==> src/hdl/dlle_pkg.sv <==
// Shared types and constants for the linked list engine.
// No dependencies.
package dlle_pkg;

  localparam int unsigned DefCapacity = 32;
  localparam int unsigned KeyW = 32;

  typedef enum logic [1:0] {
    CMD_INSERT    = 2'd0,
    CMD_DEL_KEY   = 2'd1,
    CMD_DEL_FIRST = 2'd2,
    CMD_DEL_LAST  = 2'd3
  } cmd_e;

  typedef enum logic [1:0] {
    ST_OK        = 2'd0,
    ST_NOT_FOUND = 2'd1,
    ST_EMPTY     = 2'd2,
    ST_FULL      = 2'd3
  } status_e;

  typedef enum logic [1:0] {
    RD_HEAD = 2'd0,
    RD_TAIL = 2'd1,
    RD_NEXT = 2'd2
  } rd_src_e;

  typedef struct packed {
    logic    load;
    logic    insert;
    logic    rd_en;
    rd_src_e rd_src;
    logic    unlink;
    logic    walk_start;
    logic    walk_step;
    logic    set_status;
    status_e status;
  } ctrl_t;

  typedef struct packed {
    cmd_e cmd;
    logic cnt_zero;
    logic full;
    logic key_match;
    logic walk_last;
  } stat_t;

endpackage

==> src/hdl/dlle_datapath.sv <==
// Datapath: node memories, head/tail/count/free-mask registers, read port.
// Depends on dlle_pkg.
module dlle_datapath #(
  parameter int unsigned CAPACITY = dlle_pkg::DefCapacity
) (
  input  logic                           clk_i,
  input  logic                           rst_ni,
  input  dlle_pkg::ctrl_t                ctrl_i,
  output dlle_pkg::stat_t                stat_o,
  input  logic [dlle_pkg::KeyW-1:0]      key_i,
  input  dlle_pkg::cmd_e                 cmd_i,
  output logic [dlle_pkg::KeyW-1:0]      elem_key_o,
  output dlle_pkg::status_e              status_o
);
  import dlle_pkg::*;

  localparam int unsigned PtrW = $clog2(CAPACITY);
  localparam int unsigned CntW = $clog2(CAPACITY + 1);

  logic [KeyW-1:0] key_mem  [CAPACITY];
  logic [PtrW-1:0] next_mem [CAPACITY];
  logic [PtrW-1:0] prev_mem [CAPACITY];

  logic [KeyW-1:0]     key_q, rkey_q;
  cmd_e                cmd_q;
  status_e             status_q;
  logic [PtrW-1:0]     head_q, head_d, tail_q, tail_d;
  logic [PtrW-1:0]     cur_q, rnext_q, rprev_q, rd_addr, slot_free;
  logic [CntW-1:0]     cnt_q, cnt_d, idx_q;
  logic [CAPACITY-1:0] free_q, free_d;
  logic                multi;

  always_comb begin
    logic found;
    found = 1'b0;
    slot_free = '0;
    for (int i = 0; i < CAPACITY; i++) begin
      if (!found && free_q[i]) begin
        slot_free = PtrW'(i);
        found = 1'b1;
      end
    end
  end

  always_comb begin
    case (ctrl_i.rd_src)
      RD_HEAD: rd_addr = head_q;
      RD_TAIL: rd_addr = tail_q;
      RD_NEXT: rd_addr = rnext_q;
      default: rd_addr = head_q;
    endcase
  end

  assign multi = (cnt_q > CntW'(1));

  always_comb begin
    head_d = head_q;
    tail_d = tail_q;
    cnt_d  = cnt_q;
    free_d = free_q;
    if (ctrl_i.insert) begin
      free_d[slot_free] = 1'b0;
      head_d = slot_free;
      if (cnt_q == '0) tail_d = slot_free;
      cnt_d = cnt_q + CntW'(1);
    end else if (ctrl_i.unlink) begin
      free_d[cur_q] = 1'b1;
      if (!multi) begin
        cnt_d = '0;
      end else begin
        if (cur_q == head_q) head_d = rnext_q;
        if (cur_q == tail_q) tail_d = rprev_q;
        cnt_d = cnt_q - CntW'(1);
      end
    end
  end

  always_ff @(posedge clk_i or negedge rst_ni) begin
    if (!rst_ni) begin
      head_q   <= '0;
      tail_q   <= '0;
      cnt_q    <= '0;
      free_q   <= '1;
      idx_q    <= '0;
      cur_q    <= '0;
      cmd_q    <= CMD_INSERT;
      status_q <= ST_OK;
    end else begin
      head_q <= head_d;
      tail_q <= tail_d;
      cnt_q  <= cnt_d;
      free_q <= free_d;
      if (ctrl_i.rd_en) cur_q <= rd_addr;
      if (ctrl_i.walk_start) begin
        idx_q <= '0;
      end else if (ctrl_i.walk_step) begin
        idx_q <= idx_q + CntW'(1);
      end
      if (ctrl_i.load) begin
        cmd_q    <= cmd_i;
        status_q <= ST_OK;
      end else if (ctrl_i.set_status) begin
        status_q <= ctrl_i.status;
      end
    end
  end

  always_ff @(posedge clk_i) begin
    if (ctrl_i.load) key_q <= key_i;
    if (ctrl_i.insert) begin
      key_mem[slot_free]  <= key_q;
      next_mem[slot_free] <= head_q;
      if (cnt_q != '0) prev_mem[head_q] <= slot_free;
    end else if (ctrl_i.unlink && multi) begin
      if (cur_q != head_q) next_mem[rprev_q] <= rnext_q;
      if (cur_q != tail_q) prev_mem[rnext_q] <= rprev_q;
    end
    if (ctrl_i.rd_en) begin
      rkey_q  <= key_mem[rd_addr];
      rnext_q <= next_mem[rd_addr];
      rprev_q <= prev_mem[rd_addr];
    end
  end

  assign stat_o.cmd       = cmd_q;
  assign stat_o.cnt_zero  = (cnt_q == '0);
  assign stat_o.full      = (cnt_q == CntW'(CAPACITY));
  assign stat_o.key_match = (rkey_q == key_q);
  assign stat_o.walk_last = (idx_q == cnt_q - CntW'(1));

  assign elem_key_o = (cnt_q == '0) ? '0 : rkey_q;
  assign status_o   = status_q;

endmodule

==> src/hdl/dlle_ctrl.sv <==
// Command sequencer: decode, key search, unlink and list dump.
// Depends on dlle_pkg.
module dlle_ctrl (
  input  logic            clk_i,
  input  logic            rst_ni,
  input  logic            in_valid_i,
  output logic            in_ready_o,
  output logic            out_valid_o,
  input  logic            out_ready_i,
  output logic            out_last_o,
  output logic            out_empty_o,
  input  dlle_pkg::stat_t stat_i,
  output dlle_pkg::ctrl_t ctrl_o
);
  import dlle_pkg::*;

  localparam logic [2:0] S_IDLE   = 3'd0;
  localparam logic [2:0] S_EXEC   = 3'd1;
  localparam logic [2:0] S_SRCH   = 3'd2;
  localparam logic [2:0] S_UNL    = 3'd3;
  localparam logic [2:0] S_DSTART = 3'd4;
  localparam logic [2:0] S_DOUT   = 3'd5;

  logic [2:0] state_q, state_d;

  always_ff @(posedge clk_i or negedge rst_ni) begin
    if (!rst_ni) begin
      state_q <= S_IDLE;
    end else begin
      state_q <= state_d;
    end
  end

  assign in_ready_o  = (state_q == S_IDLE);
  assign out_valid_o = (state_q == S_DOUT);
  assign out_empty_o = stat_i.cnt_zero;
  assign out_last_o  = stat_i.cnt_zero | stat_i.walk_last;

  always_comb begin
    state_d = state_q;
    ctrl_o  = '0;
    case (state_q)
      S_IDLE: begin
        if (in_valid_i) begin
          ctrl_o.load = 1'b1;
          state_d = S_EXEC;
        end
      end
      S_EXEC: begin
        state_d = S_DSTART;
        if (stat_i.cmd == CMD_INSERT) begin
          if (stat_i.full) begin
            ctrl_o.set_status = 1'b1;
            ctrl_o.status = ST_FULL;
          end else begin
            ctrl_o.insert = 1'b1;
          end
        end else if (stat_i.cnt_zero) begin
          ctrl_o.set_status = 1'b1;
          ctrl_o.status = ST_EMPTY;
        end else begin
          ctrl_o.rd_en = 1'b1;
          case (stat_i.cmd)
            CMD_DEL_KEY: begin
              ctrl_o.rd_src = RD_HEAD;
              ctrl_o.walk_start = 1'b1;
              state_d = S_SRCH;
            end
            CMD_DEL_LAST: begin
              ctrl_o.rd_src = RD_TAIL;
              state_d = S_UNL;
            end
            default: begin
              ctrl_o.rd_src = RD_HEAD;
              state_d = S_UNL;
            end
          endcase
        end
      end
      S_SRCH: begin
        if (stat_i.key_match) begin
          ctrl_o.unlink = 1'b1;
          state_d = S_DSTART;
        end else if (stat_i.walk_last) begin
          ctrl_o.set_status = 1'b1;
          ctrl_o.status = ST_NOT_FOUND;
          state_d = S_DSTART;
        end else begin
          ctrl_o.rd_en = 1'b1;
          ctrl_o.rd_src = RD_NEXT;
          ctrl_o.walk_step = 1'b1;
        end
      end
      S_UNL: begin
        ctrl_o.unlink = 1'b1;
        state_d = S_DSTART;
      end
      S_DSTART: begin
        if (!stat_i.cnt_zero) begin
          ctrl_o.rd_en = 1'b1;
          ctrl_o.rd_src = RD_HEAD;
          ctrl_o.walk_start = 1'b1;
        end
        state_d = S_DOUT;
      end
      S_DOUT: begin
        if (out_ready_i) begin
          if (out_last_o) begin
            state_d = S_IDLE;
          end else begin
            ctrl_o.rd_en = 1'b1;
            ctrl_o.rd_src = RD_NEXT;
            ctrl_o.walk_step = 1'b1;
          end
        end
      end
      default: state_d = S_IDLE;
    endcase
  end

endmodule

==> src/hdl/doubly_linked_list_engine.sv <==
// Linked list engine: one command per item, then a front-to-back dump.
// A command is loaded, then executed: insert, or any command on an empty list, goes
// straight to the dump; delete first/last reads the end node, then unlinks it; delete
// by key walks from the head one node per step (up to CAPACITY) until a match or the
// last node. One command at a time; the dump gives one result a cycle while m_axis_tready is high.
// Reset clears head, tail, count and the free mask at once; no clearing pass.
module doubly_linked_list_engine #(
  parameter int unsigned CAPACITY = dlle_pkg::DefCapacity
) (
  input  logic        clk_i,
  input  logic        rst_ni,
  input  logic        s_axis_tvalid,
  output logic        s_axis_tready,
  input  logic [31:0] s_axis_tdata,  // [31:0] key_value
  input  logic [1:0]  s_axis_tuser,  // [1:0] command
  output logic        m_axis_tvalid,
  input  logic        m_axis_tready,
  output logic [31:0] m_axis_tdata,  // [31:0] element_key
  output logic        m_axis_tlast,  // end_of_dump
  output logic [2:0]  m_axis_tuser   // [0] list_empty, [2:1] op_status
);
  import dlle_pkg::*;

  ctrl_t   ctrl;
  stat_t   stat;
  status_e status;
  logic    empty;

  dlle_ctrl u_ctrl (
    .clk_i       (clk_i),
    .rst_ni      (rst_ni),
    .in_valid_i  (s_axis_tvalid),
    .in_ready_o  (s_axis_tready),
    .out_valid_o (m_axis_tvalid),
    .out_ready_i (m_axis_tready),
    .out_last_o  (m_axis_tlast),
    .out_empty_o (empty),
    .stat_i      (stat),
    .ctrl_o      (ctrl)
  );

  dlle_datapath #(.CAPACITY(CAPACITY)) u_dp (
    .clk_i      (clk_i),
    .rst_ni     (rst_ni),
    .ctrl_i     (ctrl),
    .stat_o     (stat),
    .key_i      (s_axis_tdata),
    .cmd_i      (cmd_e'(s_axis_tuser)),
    .elem_key_o (m_axis_tdata),
    .status_o   (status)
  );

  assign m_axis_tuser = {status, empty};

endmodule

==> config.mk <==
export PLATFORM = sky130hd
export DESIGN_NAME = doubly_linked_list_engine
export DESIGN_NICKNAME = d
export VERILOG_FILES = /design/src/hdl/dlle_pkg.sv /design/src/hdl/dlle_datapath.sv /design/src/hdl/dlle_ctrl.sv /design/src/hdl/doubly_linked_list_engine.sv
export SDC_FILE = /design/constraint.sdc
export NUM_CORES = 2
export LEC_CHECK = 0
export BUFFER_PORTS_ARGS = -buffer_cell sky130_fd_sc_hd__buf_2
export CAP_MARGIN = 20
export CORE_ASPECT_RATIO = 0.75
export CORE_MARGIN = 2
export CORE_UTILIZATION = 55
export CTS_BUF_LIST = sky130_fd_sc_hd__clkbuf_16
export CTS_CLUSTER_DIAMETER = 30
export DETAILED_ROUTE_END_ITERATION = 10
export GPL_TIMING_DRIVEN = 0
export PLACE_DENSITY = 0.71
export SETUP_SLACK_MARGIN = 0.05
export SKIP_LAST_GASP = 1
export SLEW_MARGIN = 30
export SYNTH_ARGS = -nofsm -noshare
export SYNTH_HDL_FRONTEND = slang
export SYNTH_SLANG_ARGS = --single-unit
==> constraint.sdc <==
create_clock -name clk_i -period 5.08 [get_ports clk_i]
set_input_delay 0 -clock clk_i [delete_from_list [all_inputs] [get_ports clk_i]]
set_output_delay 0 -clock clk_i [all_outputs]
set_load 0.02 [all_outputs]
# Word level (Yosys, flattened, before mapping)
# Memory sizes are Yosys's and may differ from the RTL's. A register that Yosys moved wholly into a read port is not among the register bits.
# Cells that the tools add are included.
# word_totals
mem_bits_rw,1344
register_bits,98
mem_count,3
in_bits,38
# op_classes
n_reduce_logical,80
order_cmp,5
eq_ne,21
n_mux,145
bitwise_logic,4
n_addsub,3
# memory_table
name,words,word_bits,rd,rd_clocked_by_memory_dff,write_ports,line,text
u_dp.key_mem,32,32,1,1,1,dlle_datapath.sv:20,logic [KeyW-1:0] key_mem [CAPACITY];
u_dp.next_mem,32,5,1,1,1,dlle_datapath.sv:21,logic [PtrW-1:0] next_mem [CAPACITY];
u_dp.prev_mem,32,5,1,1,1,dlle_datapath.sv:22,logic [PtrW-1:0] prev_mem [CAPACITY];
# ops
cell,count
$mux W5,29
$mux W32,3
$mux W3,22
$mux W1,64
$mux W4,9
$logic_and A1 B1 Y1,34
$and A32 B32 Y32,1
$eq A32 B32 Y1,1
$not A32 Y32,1
$or A32 B32 Y32,1
$logic_not A1 Y1,31
$mux W6,5
$pmux W3 S6,1
$add A6 B1 Y6 const B,2
$lt A5 B6 Y1 const B,2
$pmux W3 S4,1
$reduce_bool A2 Y1,6
$demux W1 S5,2
$eq A5 B5 Y1,2
$ge A5 B1 Y1 const B,2
$ne A5 B5 Y1,2
$pmux W5 S2,1
$reduce_or A5 Y1,2
$mux W2,4
other kinds (21),30

# Depth between registers and ports, before layout
# logic_depth
ltp_word,101
ltp_mapped,20
mapped_depth_nobuf,16

# By module
# From an unflattened synthesis, not the netlist that was laid out.
# unflattened
hier_cells,4053
hier_area_um2,59967.5
# modules_own_cells
module,instances,cells_each,area_each_um2
dlle_datapath,1,4005,59598.4
dlle_ctrl,1,47,361.6
doubly_linked_list_engine,1,1,7.5

# Worst setup path after synthesis
# OpenSTA, ideal clock, no wires.
# synth_timing
kind,flip-flop to flip-flop
startpoint,register u_dp.cnt_q[0]
endpoint,register u_dp.rkey_q[21] (read register of u_dp.key_mem) (data pin)
path_stages_with_launch,21
path_buffers,5
required_ns,4.825
setup_slack_ns,0.982
t_arrival_ns,3.843
cell_sequence,dfrtp_1 > clkbuf_1 > inv_1 > ha_1 > nor2b_1 > or3_1 > a31o_2 > nor2_1 > a21o_2 > inv_4 > ha_1 > a22oi_1 > o21a_1 > buf_2 > clkbuf_1 > buf_2 > clkbuf_1 > nand3_1 > nand2_1 > a21oi_1 > and3_1
# synth_between
elab_chain_cells,8
word_cells_on_any_way,15
classes_between,1 x add/sub; 3 x eq/ne; 9 x mux; 1 x bitwise; 1 x reduce/logical
# synth_lines
item,line,text
from (decl),dlle_datapath.sv:29,"logic [CntW-1:0] cnt_q, cnt_d, idx_q;"
from (signal assigned),dlle_datapath.sv:91,cnt_q <= cnt_d;
$sub A6 B1 Y6,dlle_datapath.sv:129,assign stat_o.walk_last = (idx_q == cnt_q - CntW'(1));
$eq A6 B6 Y1,dlle_datapath.sv:129,
$or A1 B1 Y1,dlle_ctrl.sv:37,assign out_last_o = stat_i.cnt_zero | stat_i.walk_last;
$mux W3,dlle_ctrl.sv:108,if (out_last_o) begin
$mux W3,dlle_ctrl.sv:107,if (out_ready_i) begin
$pmux W3 S4 (*),dlle_ctrl.sv:42,case (state_q)
$eq A2 B2 Y1 / $eq A2 B1 Y1 (equally long branches),dlle_datapath.sv:46,case (ctrl_i.rd_src)
$pmux W5 S2,dlle_datapath.sv:46,
to (decl),dlle_datapath.sv:24,"logic [KeyW-1:0] key_q, rkey_q;"
# Every way passes the cells marked *; elsewhere a longest branch is shown, timed or not.
# A chain may end at the register's enable or synchronous reset.

# Worst setup path in the final report
# layout_timing
startpoint,register u_dp.key_q[30]
endpoint,register u_dp.rkey_q[24] (read register of u_dp.key_mem) (data pin)
# layout_between
elab_chain_cells,5
word_cells_on_any_way,6
classes_between,3 x eq/ne; 3 x mux
# layout_lines
item,line,text
from (decl),dlle_datapath.sv:24,
from (signal assigned),dlle_datapath.sv:109,if (ctrl_i.load) key_q <= key_i;
$eq A32 B32 Y1 (*),dlle_datapath.sv:128,assign stat_o.key_match = (rkey_q == key_q);
$mux W3 (*),dlle_ctrl.sv:81,if (stat_i.key_match) begin
$pmux W3 S4 (*),dlle_ctrl.sv:42,
$eq A2 B2 Y1 / $eq A2 B1 Y1 (equally long branches),dlle_datapath.sv:46,
$pmux W5 S2,dlle_datapath.sv:46,
# Marks and branches as above.

==> metrics.cfg <==
[status]
status=finished, final reports clean

[place]
place.gp.congestion=0.950
pre_cts_ws_ns=-1.84
postPlaceCellArea_mm2=0.0648
hpwlAfterDp_mm=124
portBuffers=75
placed_cells=6560

[min_path]
hold_path.startpoint=m_axis_tready
holdPathStages=5
hold_end=u_ctrl.state_q[2]$_DFFE_PN0P_
hp-class=in -> reg

[drt]
drt_first_iter_violations=7227
detail_route.wl_per_cell_um=26.3
drc_errors=0
wl_mm=187
avgViaCountPerCell=6.20
first_pass_iters=7
ant_nets=0
vias=44001

[layout]
final_cell_mix=nand2_1, edfxtp_1, nand3_1
area_delta_synth_final_pct=23.7
layout.nets=5512
final_util=0.684
stdcell_area_mm2=0.0747
layout_commonest_cell=nand2_1
fillers=7160
stdcell_count=7102
layout-drive-gt1-share=0.177

[timing]
worst_pin_slew_ns=1.02
layout_setup_ws_ns=0.0812
final-hold-violation-count=0
skew_ns=0.0600
slew_violations=0
fin_crit_ns=5.00
fmax_mhz=200
rsz0062_at_grt=yes
finalSetupViolCount=0
period_share=0.984
slew-limit-headroom=0.318

[floorplanning]
die_w_um=387
num_rows=105
die_area_mm2=0.113
start_util=0.554
design.core.area_mm2=0.109
die_y_um=291
io_pins=76

[power]
power_mw=47.0
power_density_mw_per_mm2=628
max-vdd-ir-drop_uv=470
leakagePower_nw=27.0

[synthesis]
syn-instance-count=4953
synth_cell_types=75
synthArstFlopShare=0.0445
syn_area_per_cell_um2=12.2
ys_ff_latch=1484
yosysWarnings=0
synth_edf_count=1418
syn_area_mm2=0.0604
syn-num-nets=4997
ys.flop_type=edfxtp_1
synth-seq-area-share=0.733

[cts]
clkLatencyLatePin_ns=0.85
cts_max_path_buffers=3
clk_pin_slew_worst_paths_ns=0.07
cts-htree-levels=4
cts_inserted_buffers=216
root_buffer=clkbuf_16
cts_tree=built
cts_sinks=1484

[global_routing]
grt_pass1_vias=42200
grt_pass1_wl_mm=271
overflow=0
grt_max_degree=38
grt_usage=0.328
antenna_found_initial=17

[worst_setup_path]
critPathArrivalTime_ns=5.70
crit_type=reg -> reg
regToRegSetupSlack_ns=0.08
worstReg2RegStart=u_dp.key_q[30]$_DFFE_PP_
start_kind=register
crit_required_ns=5.78
cp_max_fo=21
worst_r2r_path_depth=16
worstSetupEndpointType=register
r2r_end=u_dp.rkey_q[24]$_DFFE_PP_

[job]
max_cap_viol_count=0

-- worst max path at each step --
| stage | from | endpoint | slack, ns | cells after the start |
|---|---|---|---|---|
| finish | u_dp.key_q[30]$_DFFE_PP_ | u_dp.rkey_q[24]$_DFFE_PP_ | 0.08 | 16 |
| global route | u_dp.key_q[20]$_DFFE_PP_ | u_dp.rnext_q[4]$_DFFE_PP_ | 0.02 | 20 |
| CTS | u_dp.cnt_q[0]$_DFFE_PN0P_ | u_dp.rnext_q[4]$_DFFE_PP_ | 0.02 | 19 |
| detailed placement | u_dp.key_q[30]$_DFFE_PP_ | u_dp.rnext_q[4]$_DFFE_PP_ | -1.84 | 17 |
| global placement | u_dp.key_q[13]$_DFFE_PP_ | u_dp.rkey_q[8]$_DFFE_PP_ | -2.89 | 16 |
| floorplan | u_dp.cnt_q[0]$_DFFE_PN0P_ | u_dp.rkey_q[21]$_DFFE_PP_ | 0.98 | 20 |
-- cells by family (layout without fill, tap and decap cells) --
| kind of cell | after synthesis | in the layout | share of synthesized area |
|---|---|---|---|
| AO/OA/AOI/OAI | 491 | 491 | 0.0462 |
| multiplexers | 30 | 30 | 0.00534 |
| adder cells (fa/ha/maj) | 6 | 6 | 0.00124 |
| other | 0 | 1 | 0 |
| buffers and inverters | 328 | 1032 | 0.0219 |
| flip-flops | 1484 | 1484 | 0.733 |
| AND/OR/NAND/NOR | 2565 | 2565 | 0.185 |
| XOR/XNOR | 49 | 49 | 0.00733 |
-- critical path: stages, from the launching register on --
cell,delay [ns]
edfxtp_1,0.53
buf_6,0.24
xor2_2,0.23
nor4_2,0.25
nand4_1,0.12
buf_4,0.20
o21ai_2,0.25
a21o_4,0.22
inv_4,0.08
ha_1,0.27
a22oi_1,0.26
o21ai_1,0.31
nand3_4,0.33
buf_1,0.50
a21oi_1,0.21
nor4_2,0.59
and3_1,0.23
-- where the power goes --
part,leakage [nW],internal (mW),switching [mW]
Clock,3.74,9.53,6.15
Sequential,13.6,15.0,0.436
Combinational,9.63,4.39,11.4
-- registers in the layout, summed over array words and instances, names as in the netlist, 6 cells and up --
signal,flops
u_dp.free_q,32
u_dp.next_mem,160
u_dp.key_mem,1024
u_dp.prev_mem,160
u_dp.cnt_q,6
u_dp.rkey_q,32
u_dp.key_q,32
u_dp.idx_q,6
-- cell usage after synthesis (4+ instances only) --
library cell,instances,area (µm²)
a21oi_1,363,1820
a221o_1,6,60.1
a22oi_1,7,52.6
a31oi_1,16,100
a41oi_1,17,149
and2_1,36,225
and3_1,49,307
and3b_1,5,43.8
and4_1,4,35.0
buf_1,31,116
buf_2,56,280
clkbuf_1,214,803
dfrtp_1,34,851
dfstp_2,32,841
edfxtp_1,1418,42600
ha_1,6,75.1
inv_1,21,78.8
mux2_2,18,203
mux2i_1,12,120
nand2_1,1429,5360
nand2b_1,6,37.5
nand3_1,691,3460
nand3b_1,6,45.0
nand4_1,13,81.3
nor2_1,194,728
nor2_2,7,43.8
nor2b_1,10,62.6
nor3_1,23,115
nor3b_1,8,60.1
nor4_1,59,369
o21a_1,4,30.0
o21ai_0,26,130
o21ai_1,4,20.0
o22a_1,10,87.6
o22ai_1,4,25.0
or3_1,9,56.3
xnor2_1,10,87.6
xor2_1,38,333
-- what timing repair did --
action | in CTS | in global routing
endpoints found under the hold margin | 111 | 0
setup buffers | 16 | 46
resized for setup | 215 | 99
endpoints found under the setup margin | 44 | 42
hold buffers | 73 | 0
pin swaps | 13 | 6
-- per-stage QoR --
stage	TNS (ns)	hold WS (ns)
5_1_grt	0	0.0770
4_1_cts	0	0.0131
2_1_floorplan	0	-0.296
3_3_place_gp	-680.07	0.177
3_5_place_dp	-71.19	-0.0390
6_report	0	0.0605
-- metal layers --
layer / up-vias / wire, µm / part of all wire / track usage
li1: 18930 / - / - / -
met1: 21463 / 71000 / 0.38 / 0.470
met2: 3168 / 81000 / 0.43 / 0.480
met3: 434 / 28600 / 0.15 / 0.0945
met4: 6 / 6450 / 0.034 / 0.120
met5: - / 62 / 0.00033 / 0
-- layout make-up --
type	instances	area (µm²)	area share
Antenna cell	1	2.50	0.0000335
Buffer	304	1550	0.0207
Clock buffer	217	5430	0.0727
Clock inverter	190	2250	0.0301
Inverter	23	88.8	0.00119
Multi-Input combinational cell	3141	15800	0.211
Sequential cell	1484	44300	0.592
Tap cell	1444	1810	0.0242
Timing Repair Buffer	298	3530	0.0473
(Power assumes the default switching activity.)
